==> src/design/bse_pkg.sv <==
package bse_pkg;

    // Number format and index widths.
    localparam int FRAC_BITS  = 28;
    localparam int PIXEL_BITS = 12;
    localparam int VAL_W      = 32;
    localparam int STEP_W     = 31;
    localparam int ITER_W     = 16;
    localparam int CFG_IDX_W  = 3;
    localparam int CFG_DATA_W = 32;

    // Coordinate mapping widths: index times step, then origin plus that.
    localparam int PROD_W = PIXEL_BITS + STEP_W;
    localparam int SUM_W  = PROD_W + 2;

    // Scaled product magnitude and the widths of the update arithmetic.
    localparam int MAG_W  = 2 * VAL_W - FRAC_BITS;
    localparam int WIDE_W = (MAG_W > VAL_W) ? MAG_W : VAL_W;
    localparam int UPD_W  = WIDE_W + 3;
    localparam int CMP_W  = (MAG_W + 1 > FRAC_BITS + 3) ? MAG_W + 1 : FRAC_BITS + 3;

    // Escape threshold 4.0 and the largest positive value.
    localparam logic [CMP_W-1:0] FOUR    = CMP_W'(1) << (FRAC_BITS + 2);
    localparam logic [VAL_W-1:0] VAL_MAX = {1'b0, {(VAL_W - 1){1'b1}}};

    // Queue between the front and the back.
    localparam int QUEUE_DEPTH = 2;
    localparam int QPTR_W      = $clog2(QUEUE_DEPTH);
    localparam int QLVL_W      = $clog2(QUEUE_DEPTH + 1);

    // Register indexes.
    localparam logic [CFG_IDX_W-1:0] REG_ORIGIN_X = 3'd0;
    localparam logic [CFG_IDX_W-1:0] REG_ORIGIN_Y = 3'd1;
    localparam logic [CFG_IDX_W-1:0] REG_STEP_X   = 3'd2;
    localparam logic [CFG_IDX_W-1:0] REG_STEP_Y   = 3'd3;
    localparam logic [CFG_IDX_W-1:0] REG_MAX_ITER = 3'd4;

    // Register reset values.
    localparam logic [VAL_W-1:0]  RST_ORIGIN_X = 32'hE000_0000;
    localparam logic [VAL_W-1:0]  RST_ORIGIN_Y = 32'hE000_0000;
    localparam logic [STEP_W-1:0] RST_STEP_X   = 31'd1048576;
    localparam logic [STEP_W-1:0] RST_STEP_Y   = 31'd1048576;
    localparam logic [ITER_W-1:0] RST_MAX_ITER = 16'd64;

    typedef struct packed {
        logic signed [VAL_W-1:0] origin_x;
        logic signed [VAL_W-1:0] origin_y;
        logic [STEP_W-1:0]       step_x;
        logic [STEP_W-1:0]       step_y;
        logic [ITER_W-1:0]       max_iterations;
    } t_cfg;

    typedef struct packed {
        logic [VAL_W-1:0] cx;
        logic [VAL_W-1:0] cy;
    } t_point;

    typedef struct packed {
        logic [QLVL_W-1:0] level;
        logic              push;
        logic              pop;
    } t_q_stat;

endpackage

==> src/design/bse_queue.sv <==
module bse_queue import bse_pkg::*; (
    input  logic    i_clk,
    input  logic    i_rst_n,
    input  t_point  i_push_data,
    input  logic    i_push_vld,
    output logic    o_push_rdy,
    output t_point  o_pop_data,
    output logic    o_pop_vld,
    input  logic    i_pop_rdy,
    output t_q_stat o_stat
);

    t_point            r_mem [QUEUE_DEPTH];
    logic [QPTR_W-1:0] r_wr_ptr;
    logic [QPTR_W-1:0] r_rd_ptr;
    logic [QLVL_W-1:0] r_level;

    logic w_push;
    logic w_pop;

    assign o_push_rdy = (r_level != QLVL_W'(QUEUE_DEPTH));
    assign o_pop_vld  = (r_level != '0);
    assign w_push     = i_push_vld && o_push_rdy;
    assign w_pop      = i_pop_rdy && o_pop_vld;

    // Pointers and fill level.
    always_ff @(posedge i_clk) begin
        if (!i_rst_n) begin
            r_wr_ptr <= '0;
            r_rd_ptr <= '0;
            r_level  <= '0;
        end else begin
            if (w_push) begin
                r_wr_ptr <= r_wr_ptr + QPTR_W'(1);
            end
            if (w_pop) begin
                r_rd_ptr <= r_rd_ptr + QPTR_W'(1);
            end
            if (w_push && !w_pop) begin
                r_level <= r_level + QLVL_W'(1);
            end else if (w_pop && !w_push) begin
                r_level <= r_level - QLVL_W'(1);
            end
        end
    end

    // Entry storage.
    always_ff @(posedge i_clk) begin
        if (w_push) begin
            r_mem[r_wr_ptr] <= i_push_data;
        end
    end

    assign o_pop_data   = r_mem[r_rd_ptr];
    assign o_stat.level = r_level;
    assign o_stat.push  = w_push;
    assign o_stat.pop   = w_pop;

endmodule

==> config.mk <==
export PLATFORM = sky130hd
export DESIGN_NAME = bse_queue
export DESIGN_NICKNAME = d
export VERILOG_FILES = /design/src/design/bse_pkg.sv /design/src/design/bse_queue.sv
export SDC_FILE = /design/constraint.sdc
export NUM_CORES = 1
export LEC_CHECK = 0
export ABC_AREA = 1
export BUFFER_PORTS_ARGS = -buffer_cell sky130_fd_sc_hd__buf_4
export CAP_MARGIN = 10
export CORE_ASPECT_RATIO = 0.6
export CORE_UTILIZATION = 40
export CTS_CLUSTER_SIZE = 28
export DETAILED_ROUTE_END_ITERATION = 8
export PLACE_DENSITY_LB_ADDON = 0.25
export SLEW_MARGIN = 5
export SYNTH_ARGS = -nofsm -noshare
export SYNTH_HDL_FRONTEND = slang
export SYNTH_SLANG_ARGS = --single-unit
==> constraint.sdc <==
create_clock -name i_clk -period 6.5 [get_ports i_clk]
set_input_delay 1.3 -clock i_clk [delete_from_list [all_inputs] [get_ports i_clk]]
set_output_delay 1.3 -clock i_clk [all_outputs]
set_load 0.03 [all_outputs]
==> flow_summary.ini <==
[layout]
areaGrowthSynthToFinish_pct = 35.05
diodes = 0
drive_above_1_share_pct = 59.00
fin_area_mm2 = 0.006990
final_net_count = 457
final_cells = 565
nFillCells = 980
final_core_util_pct = 56.67

[die]
die_w_um = 148.9
rows = 31
dieHeight_um = 90.12
io_pins = 138
core_mm2 = 0.01233
start_util_pct = 41.97
die-area_mm2 = 0.01341

[clocking]
cts_max_path_buffers = 2
cts_resized = 0
postCtsSetupBuffers = 0
ctsHtreeMaxLevel = 4
cts_tree = yes
path_clk_slew_ns = 0.06
cts_root_buf = clkbuf_16
cts_hold_buffers = 0
cts_buffers = 17
cts_sinks = 133
insertion_delay_ns = 0.40

[timing]
period_minus_slack_ns = 3.653
rsz0062_at_grt = false
period_share_pct = 56.20
slew_headroom_pct = 22.95
tns_ns = 0
hold_viol_final = 0
max_freq_mhz = 273.8
tightest_slew_ns = 1.153
finClkSkew_ns = 0.005169
finalSetupViolations = 0
final_max_slew_viol_count = 0

[synthesis]
synth_top_cell_by_area = edfxtp_1
syn-instance-count = 238
synth_commonest_cells = 128 x edfxtp_1, 60 x mux2_4, 9 x nand2_1
yosysMostFrequentCell = edfxtp_1
ys_types = 16
synth_top_family_by_area = multiplexers
synth_fa_ha_area_share_pct = 0.2417
synthTopCellsByArea = edfxtp_1 74%, mux2_4 17%, buf_12 2.3%
yosysTopAreaCellShare_pct = 74.26
synthSimpleGateAreaFrac_pct = 1.450
ys.flop_type = edfxtp_1
synth_nets = 307
ys_seq_area_share_pct = 76.19
postSynth.asyncResetShare_pct = 0
post_synth_mux_area_share_pct = 18.27
ys_seq_elements = 133
synth_compound_area_share_pct = 0.4351
synth_edf_count = 128
yosys_warnings = 0
netlist_area_mm2 = 0.005176
syn_area_per_cell_um2 = 21.75
synthXorXnorAreaFrac_pct = 0

[critical_path]
crit_cells = 3
crit_chain = buf_4 > mux2_2 > buf_4
slowest_stage = dfxtp_4
r2r_cells = 5
endpoint_kind = output pin
cp-start-kind = flip-flop
worstPathArrival_ns = 2.35
crit_path_max_incr_delay_ns = 0.78
cp_common_cell = buf_4
criticalPathCategory = flip-flop to output pin
cp.buffers_inverters = 2
cp_max_fo = 35
required_ns = 5.20
cp_top_family = flip-flops

[drt]
dr.pass1.iters = 5
drc = 0
drt_iter0_markers = 123
drt-total-wl_um = 9488
vias = 2629
vias_per_cell = 4.653
wl_per_cell_um = 16.79
antenna_left = 0

[run]
drv_cap = 0

[place]
dpl.hpwl_um = 6246
place.gp.congestion = 0.7070
io_buffers = 137
dp.cells = 534
placed_area_mm2 = 0.006306

[global_routing]
antenna_found_initial = 0
grt_start_max_net_pins = 39
overflow = 0
grt_pass1_vias = 2715
grt_use_total_pct = 14.83
grt_pass1_wl_um = 14330

[power_and_ir_drop]
power_uw = 3127
power.density_mw_per_mm2 = 447.4
peakVddDrop_mv = 0.2253
leakage_uw = 0.002772

[min_path]
hold_class = flip-flop to flip-flop
hold_depth = 2

[outcome]
outcome = completed
[stage by stage]
step,setup WS (ns),hold WS (ns)
floorplan,1.933,0.4669
global placement,3.179,0.4798
detailed placement,3.119,0.4845
CTS,2.759,0.5118
global route,2.709,0.5412
finish,2.847,0.5038
[cells by family after synthesis]
kind of cell | count (synthesis)
AND/OR/NAND/NOR | 19
buffers and inverters | 17
adder cells (fa/ha/maj) | 1
multiplexers | 64
AO/OA/AOI/OAI | 4
flip-flops | 133
[layout make-up]
class                   count  area [µm²]  area share, %
repair buffers            140        1051          15.03
flip-flops and latches    133        3948          56.47
multi-input cells          88        1071          15.32
inverters                   8       30.03         0.4296
well taps                 165       206.4          2.953
clock inverters            13       255.2          3.651
clock buffers              18       429.2          6.139
[sequential cells by signal (all words and copies together), names as in the netlist, named ones only]
register,count
r_rd_ptr,1
r_wr_ptr,1
r_level,2
r_mem,128
[report_power, final]
part	total, µW	switching (µW)	internal, µW
registers	1150	66.7	1090
logic	877	493	384
clock network	1100	341	756
total	3130	901	2230
[tightest hold or removal path, cell delays in order (launching register included)]
cell	delay, ns
dfxtp_1	0.33
nor2_1	0.06
nor2_1	0.08
[final timing paths]
kind	slack, ns	endpoint	startpoint
worst max-delay path	2.85	o_pop_data[49]	flip-flop
worst min-delay path	0.50	flip-flop	r_rd_ptr$_SDFFE_PN0P_
worst max register to register	3.98	r_mem[1][14]$_DFFE_PP_	r_level[0]$_SDFFE_PN0P_
worst min register to register	0.50	flip-flop	r_rd_ptr$_SDFFE_PN0P_
[layer usage]
layer	GRT usage, %	wire length, µm
met5	0	0
met4	6.122	93
met1	19.91	4384
met3	6.599	919
met2	20.79	4091
[layout by cell type, fill, tap and decap left out, types with 2 or more instances in the layout]
cell type / n
buf_4: 140
bufinv_16: 7
clkbuf_16: 17
clkinv_4: 3
clkinvlp_4: 2
dfxtp_1: 4
edfxtp_1: 128
inv_1: 8
mux2_2: 4
mux2_4: 60
nand2_1: 9
nor2_1: 6
nor2_4: 2
o21ai_0: 2
Note: power is estimated with default switching activity, not from simulation.
