===== src/design/bse_pkg.sv =====
package bse_pkg;

    // Number format and index widths.
    localparam int FRAC_BITS  = 28;
    localparam int PIXEL_BITS = 12;
    localparam int VAL_W      = 32;
    localparam int STEP_W     = 31;
    localparam int ITER_W     = 16;
    localparam int CFG_IDX_W  = 3;
    localparam int CFG_DATA_W = 32;

    // Coordinate mapping widths: index times step, then origin plus that.
    localparam int PROD_W = PIXEL_BITS + STEP_W;
    localparam int SUM_W  = PROD_W + 2;

    // Scaled product magnitude and the widths of the update arithmetic.
    localparam int MAG_W  = 2 * VAL_W - FRAC_BITS;
    localparam int WIDE_W = (MAG_W > VAL_W) ? MAG_W : VAL_W;
    localparam int UPD_W  = WIDE_W + 3;
    localparam int CMP_W  = (MAG_W + 1 > FRAC_BITS + 3) ? MAG_W + 1 : FRAC_BITS + 3;

    // Escape threshold 4.0 and the largest positive value.
    localparam logic [CMP_W-1:0] FOUR    = CMP_W'(1) << (FRAC_BITS + 2);
    localparam logic [VAL_W-1:0] VAL_MAX = {1'b0, {(VAL_W - 1){1'b1}}};

    // Queue between the front and the back.
    localparam int QUEUE_DEPTH = 2;
    localparam int QPTR_W      = $clog2(QUEUE_DEPTH);
    localparam int QLVL_W      = $clog2(QUEUE_DEPTH + 1);

    // Register indexes.
    localparam logic [CFG_IDX_W-1:0] REG_ORIGIN_X = 3'd0;
    localparam logic [CFG_IDX_W-1:0] REG_ORIGIN_Y = 3'd1;
    localparam logic [CFG_IDX_W-1:0] REG_STEP_X   = 3'd2;
    localparam logic [CFG_IDX_W-1:0] REG_STEP_Y   = 3'd3;
    localparam logic [CFG_IDX_W-1:0] REG_MAX_ITER = 3'd4;

    // Register reset values.
    localparam logic [VAL_W-1:0]  RST_ORIGIN_X = 32'hE000_0000;
    localparam logic [VAL_W-1:0]  RST_ORIGIN_Y = 32'hE000_0000;
    localparam logic [STEP_W-1:0] RST_STEP_X   = 31'd1048576;
    localparam logic [STEP_W-1:0] RST_STEP_Y   = 31'd1048576;
    localparam logic [ITER_W-1:0] RST_MAX_ITER = 16'd64;

    typedef struct packed {
        logic signed [VAL_W-1:0] origin_x;
        logic signed [VAL_W-1:0] origin_y;
        logic [STEP_W-1:0]       step_x;
        logic [STEP_W-1:0]       step_y;
        logic [ITER_W-1:0]       max_iterations;
    } t_cfg;

    typedef struct packed {
        logic [VAL_W-1:0] cx;
        logic [VAL_W-1:0] cy;
    } t_point;

    typedef struct packed {
        logic [QLVL_W-1:0] level;
        logic              push;
        logic              pop;
    } t_q_stat;

endpackage


===== src/design/bse_pix_if.sv =====
interface bse_pix_if import bse_pkg::*; ();
    logic                  valid;
    logic                  ready;
    logic [PIXEL_BITS-1:0] pixel_col;
    logic [PIXEL_BITS-1:0] pixel_row;

    modport source (output valid, output pixel_col, output pixel_row, input ready);
    modport sink (input valid, input pixel_col, input pixel_row, output ready);
endinterface


===== src/design/bse_front.sv =====
module bse_front import bse_pkg::*; (
    input  logic      i_clk,
    input  logic      i_rst_n,
    input  t_cfg      i_cfg,
    bse_pix_if.sink   i_pix,
    output t_point    o_point,
    output logic      o_point_vld,
    input  logic      i_point_rdy,
    output logic      o_busy
);

    logic              r_s1_vld;
    logic [PROD_W-1:0] r_prod_x;
    logic [PROD_W-1:0] r_prod_y;

    logic signed [SUM_W-1:0] w_sum_x;
    logic signed [SUM_W-1:0] w_sum_y;

    // Clamp a coordinate to the signed value range.
    function automatic logic [VAL_W-1:0] sat_coord(input logic signed [SUM_W-1:0] v);
        logic signed [SUM_W-1:0] hi;
        logic signed [SUM_W-1:0] lo;
        hi = SUM_W'($signed(VAL_MAX));
        lo = -hi - SUM_W'(1);
        if (v > hi) begin
            return VAL_MAX;
        end else if (v < lo) begin
            return ~VAL_MAX;
        end
        return v[VAL_W-1:0];
    endfunction

    // The stage takes a new transaction when it is empty or drains into the queue.
    assign i_pix.ready = !r_s1_vld || i_point_rdy;

    always_ff @(posedge i_clk) begin
        if (!i_rst_n) begin
            r_s1_vld <= 1'b0;
        end else if (i_pix.ready) begin
            r_s1_vld <= i_pix.valid;
        end
    end

    // Index times step, one multiplier per axis.
    always_ff @(posedge i_clk) begin
        if (i_pix.valid && i_pix.ready) begin
            r_prod_x <= PROD_W'(i_pix.pixel_col) * PROD_W'(i_cfg.step_x);
            r_prod_y <= PROD_W'(i_pix.pixel_row) * PROD_W'(i_cfg.step_y);
        end
    end

    // Origin plus offset, saturated, goes straight to the queue.
    assign w_sum_x = SUM_W'(i_cfg.origin_x) + $signed(SUM_W'(r_prod_x));
    assign w_sum_y = SUM_W'(i_cfg.origin_y) + $signed(SUM_W'(r_prod_y));

    assign o_point.cx  = sat_coord(w_sum_x);
    assign o_point.cy  = sat_coord(w_sum_y);
    assign o_point_vld = r_s1_vld;
    assign o_busy      = r_s1_vld;

endmodule


===== src/flat_wrapper.sv =====
// flat-port wrapper written by rule: the top's interface ports become plain ports
module bse_front_flat import bse_pkg::*;
  (i_clk, i_rst_n, i_cfg, o_point, o_point_vld, i_point_rdy, o_busy, i_pix_valid, i_pix_pixel_col, i_pix_pixel_row, i_pix_ready);
  bse_pix_if i_pix_i ();
  input  logic i_clk;
  input  logic i_rst_n;
  input  t_cfg i_cfg;
  output t_point o_point;
  output logic o_point_vld;
  input  logic i_point_rdy;
  output logic o_busy;
  input wire logic [$bits(i_pix_i.valid)-1:0] i_pix_valid;
  input wire logic [$bits(i_pix_i.pixel_col)-1:0] i_pix_pixel_col;
  input wire logic [$bits(i_pix_i.pixel_row)-1:0] i_pix_pixel_row;
  output wire logic [$bits(i_pix_i.ready)-1:0] i_pix_ready;
  assign i_pix_i.valid = i_pix_valid;
  assign i_pix_i.pixel_col = i_pix_pixel_col;
  assign i_pix_i.pixel_row = i_pix_pixel_row;
  assign i_pix_ready = i_pix_i.ready;
  bse_front u_core (.i_clk(i_clk), .i_rst_n(i_rst_n), .i_cfg(i_cfg), .i_pix(i_pix_i), .o_point(o_point), .o_point_vld(o_point_vld), .i_point_rdy(i_point_rdy), .o_busy(o_busy));
endmodule

===== config.mk =====
export PLATFORM = sky130hd
export DESIGN_NAME = bse_front_flat
export DESIGN_NICKNAME = d
export VERILOG_FILES = /design/src/design/bse_pkg.sv /design/src/design/bse_pix_if.sv /design/src/design/bse_front.sv /design/src/flat_wrapper.sv
export SDC_FILE = /design/constraint.sdc
export NUM_CORES = 2
export LEC_CHECK = 0
export BUFFER_PORTS_ARGS = -buffer_cell sky130_fd_sc_hd__buf_2
export CAP_MARGIN = 30
export CORE_MARGIN = 2
export CORE_UTILIZATION = 30
export CTS_CLUSTER_DIAMETER = 60
export CTS_CLUSTER_SIZE = 8
export DETAILED_ROUTE_END_ITERATION = 6
export GPL_TIMING_DRIVEN = 0
export HOLD_SLACK_MARGIN = 0.02
export PLACE_DENSITY_LB_ADDON = 0.15
export SLEW_MARGIN = 20
export SYNTH_ARGS = -nofsm -noshare
export SYNTH_HDL_FRONTEND = slang
export SYNTH_SLANG_ARGS = --single-unit

===== constraint.sdc =====
create_clock -name i_clk -period 6.1 [get_ports i_clk]
set_input_delay 0.61 -clock i_clk [delete_from_list [all_inputs] [get_ports i_clk]]
set_output_delay 0.61 -clock i_clk [all_outputs]
set_load 0.005 [all_outputs]

==> results.yml <==
run_status:
  status: "finished, violations left"
  violations: "negative setup slack"
routing:
  vias: 24560
  via_per_inst: 4.717
  ant_nets: 0
  firstDrtPassIters: 5
  drcViolationCount: 0
  detail_route.wl_per_cell_um: 18.97
  drt_iter0_drc: 1438
  drt-total-wl_um: 98760
logic_synthesis:
  syn_area_per_cell_um2: 8.548
  ys_async_sr_fraction: 0
  postSynthNetCount: 4561
  yosys.area.top_type: "fa_1"
  seq_area_frac_synth: 0.08554
  ys.flop_type: "edfxtp_1"
  yosys_warnings: 0
  netlist_area_mm2: 0.03042
  synthCells: 3559
  synth_cell_type_count: 69
  synth.top_cell.area_share: 0.3830
  synth_area_leaders: "fa_1 (38%), ha_1 (10%), edfxtp_1 (8.5%)"
  synth_edf_count: 86
  ys_ff_latch: 87
power_and_ir_drop:
  power_mw: 22.41
  p_per_area_mw_per_mm2: 631.1
  p_leak_nw: 17.40
  irDropWorstVdd_v: 0.0004666
placement:
  dpl.hpwl_um: 83610
  gp_congestion: 0.9043
  port-buffer-count: 220
timing:
  max_freq_mhz: 162.7
  hold_viol_final: 0
  fin_skew_ns: 0.009241
  relSlewSlack: 0.4716
  grt_setup_unrepaired: "true"
  final_max_slew_viol_count: 0
  setup_ws_ns: -0.04659
  min_period_over_period: 1.008
  worstMarginPinSlew_ns: 0.7926
  setup_viol: 1
  period_minus_slack_ns: 6.147
cells_and_area:
  utilization: 0.3541
  areaGrowthSynthToFinish_pct: 16.74
  layout-drive-gt1-share: 0.1349
  fin_nets: 4846
setup_path:
  critPathLaunch: "i_pix_pixel_row[8]"
  cp-start-kind: "input port"
  worstSetupPathType: "in2reg"
  arrival_ns: 6.26
  r2r_cells: 3
  path_delay_family: "adder cells"
  slowest_stage: "fa_1"
  rrSetupSlack_ns: 4.47
  critPathBufInv: 6
  reg2reg_to: "u_core.r_prod_x[16]"
  cp_common_cell: "fa_1"
  worst_ep_required_time_ns: 6.21
  cp.depth: 23
  cp_max_fo: 3
  end_kind: "register"
  cp_slowest_stage_delay_ns: 0.54
  timing.rr.start: "u_core.o_busy"
  cp-endpoint: "u_core.r_prod_y[42]"
  cp_cell_sequence: "buf_8, clkbuf_16, and2_4, fa_1, inv_2, fa_1, inv_1, fa_1, fa_1, inv_2, fa_1, inv_2, ha_4, a211o_1, o31a_1, a221o_1, a311oi_2, o41ai_2, a221oi_2, o31a_1, o21a_1, nand3b_1, o211ai_1"
cts:
  clkTransAtPathRegs_ns: 0.07
  cts_max_path_buffers: 2
  tritoncts: "built"
  cts_root_buffer: "clkbuf_16"
  clock-sinks: 87
  cts_max_level: 3
  clock_latency_ns: 0.36
  cts_buffers: 9
floorplan:
  io_pins: 237
  core_mm2: 0.1003
  start_util: 0.3033
  std_cell_rows: 116
  die_h_um: 322.5
  fp.dieW_um: 322.5
  die-area_mm2: 0.1040
hold_path:
  min_path_cells: 2
  hold_path_class: "in2reg"
  hp-start: "i_rst_n"
global_routing:
  overflow: 0
  track_usage: 0.1892
  grt_max_degree: 49
  grt_pass1_vias: 24970
  grt_pass1_wl_um: 151000
  antenna_found_initial: 15
job:
  maxCapViolCount: 0
[worst reg2reg max path, stage by stage (launching register included)]
cell and delay (ns):
dfxtp_1 0.32, nand2b_1 0.10, and2_4 0.50, buf_16 0.29
[power breakdown]
group / switching [mW] / internal [mW]
Clock: 0.261 / 0.318
Combinational: 11.6 / 8.40
Sequential: 0.145 / 1.71
[cell families after synthesis]
group                      after synthesis  share of synthesized area
muxes                                    2                  0.0006581
AOI/OAI and AO/OA                      554                     0.1156
and+or+nand+nor                       1093                     0.1653
adders and majority gates              832                     0.4858
DFF                                     87                    0.08554
xor gates and xnor gates               146                    0.04203
buffers and inverters                  845                     0.1050
[cell type report]
class | count | area, um^2
multi-input cells | 2627 | 25210
clock buffers | 9 | 225.2
clock inverters | 6 | 71.32
flip-flops and latches | 87 | 2603
repair buffers | 287 | 1797
diodes | 2 | 5.005
fillers | 10640 | 64780
inverters | 680 | 2552
well taps | 1357 | 1698
plain buffers | 152 | 1358
[per-stage QoR]
stage          worst slack (ns)  hold WS, ns  cell area [um^2]   TNS, ns  std cells
3_5_place_dp             -1.552       0.5489             33290    -40.04       5137
3_3_place_gp             -1.612       0.5355             33260    -41.91       5136
6_report               -0.04659       0.4914             35520  -0.04659       5207
2_1_floorplan          -0.03105       0.5497             30460  -0.03105       3559
4_1_cts                 -0.2985       0.4685             34530   -0.9385       5164
5_1_grt                 -0.2400       0.4949             35510    -1.033       5206
[cells in the mapped netlist, drive strengths merged, types with 8 or more instances]
library cell / count
o21ai: 137
o31a: 8
clkbuf: 158
and2: 226
o211ai: 22
and3: 11
nor3: 20
o31ai: 8
nand3: 24
inv: 680
nor2: 99
fa: 582
xnor2: 88
a21o: 81
edfxtp: 86
ha: 250
o21bai: 25
nand2b: 26
nand4: 18
xor2: 58
nand2: 618
nor2b: 8
o21a: 19
a21oi: 160
a31oi: 14
a211oi: 13
[cell usage in the layout (no fill, tap or decap), drive strengths merged, types with 7 or more instances in the layout]
cell,instances
o31ai,8
nor4,7
o21a,19
or2,7
buf,354
ha,250
o21ai,137
nand3,24
a31oi,14
and2,226
fa,582
and3,11
a21oi,160
nor2b,8
inv,681
a21o,81
clkbuf,94
o31a,8
nor3,20
or3,7
a211oi,13
xnor2,88
nor2,99
xor2,58
o211ai,22
nand2b,26
and4,7
nand4,18
nand2,618
edfxtp,86
o21bai,25
[timing repair]
action | CTS | global route
pin swaps | 29 | 57
setup endpoints to repair | 45 | 33
gates cloned | 0 | 5
hold buffers | 0 | 0
resized for setup | 239 | 251
buffers inserted | 21 | 40
hold endpoints to repair | 0 | 0
[how the worst min path moves through the flow]
stage                    endpoint  slack [ns]
floorplan           u_core.o_busy        0.55
global placement    u_core.o_busy        0.54
detailed placement  u_core.o_busy        0.55
CTS                 u_core.o_busy        0.47
global route        u_core.o_busy        0.49
finish              u_core.o_busy        0.49
[metal layers]
| layer | vias up | global-route usage | routed length (um) |
|---|---|---|---|
| li1 | 11690 | - | - |
| met1 | 12300 | 0.2747 | 48060 |
| met2 | 485 | 0.3017 | 44530 |
| met3 | 78 | 0.01953 | 3956 |
| met4 | 10 | 0.04424 | 2163 |
| met5 | - | 0 | 57 |
[registers in the layout, summed over array words and instances, names as in the netlist]
signal / flops
u_core.r_prod_x: 43
u_core.r_prod_y: 43
u_core.o_busy: 1
Power figures use the tool's default switching activity.
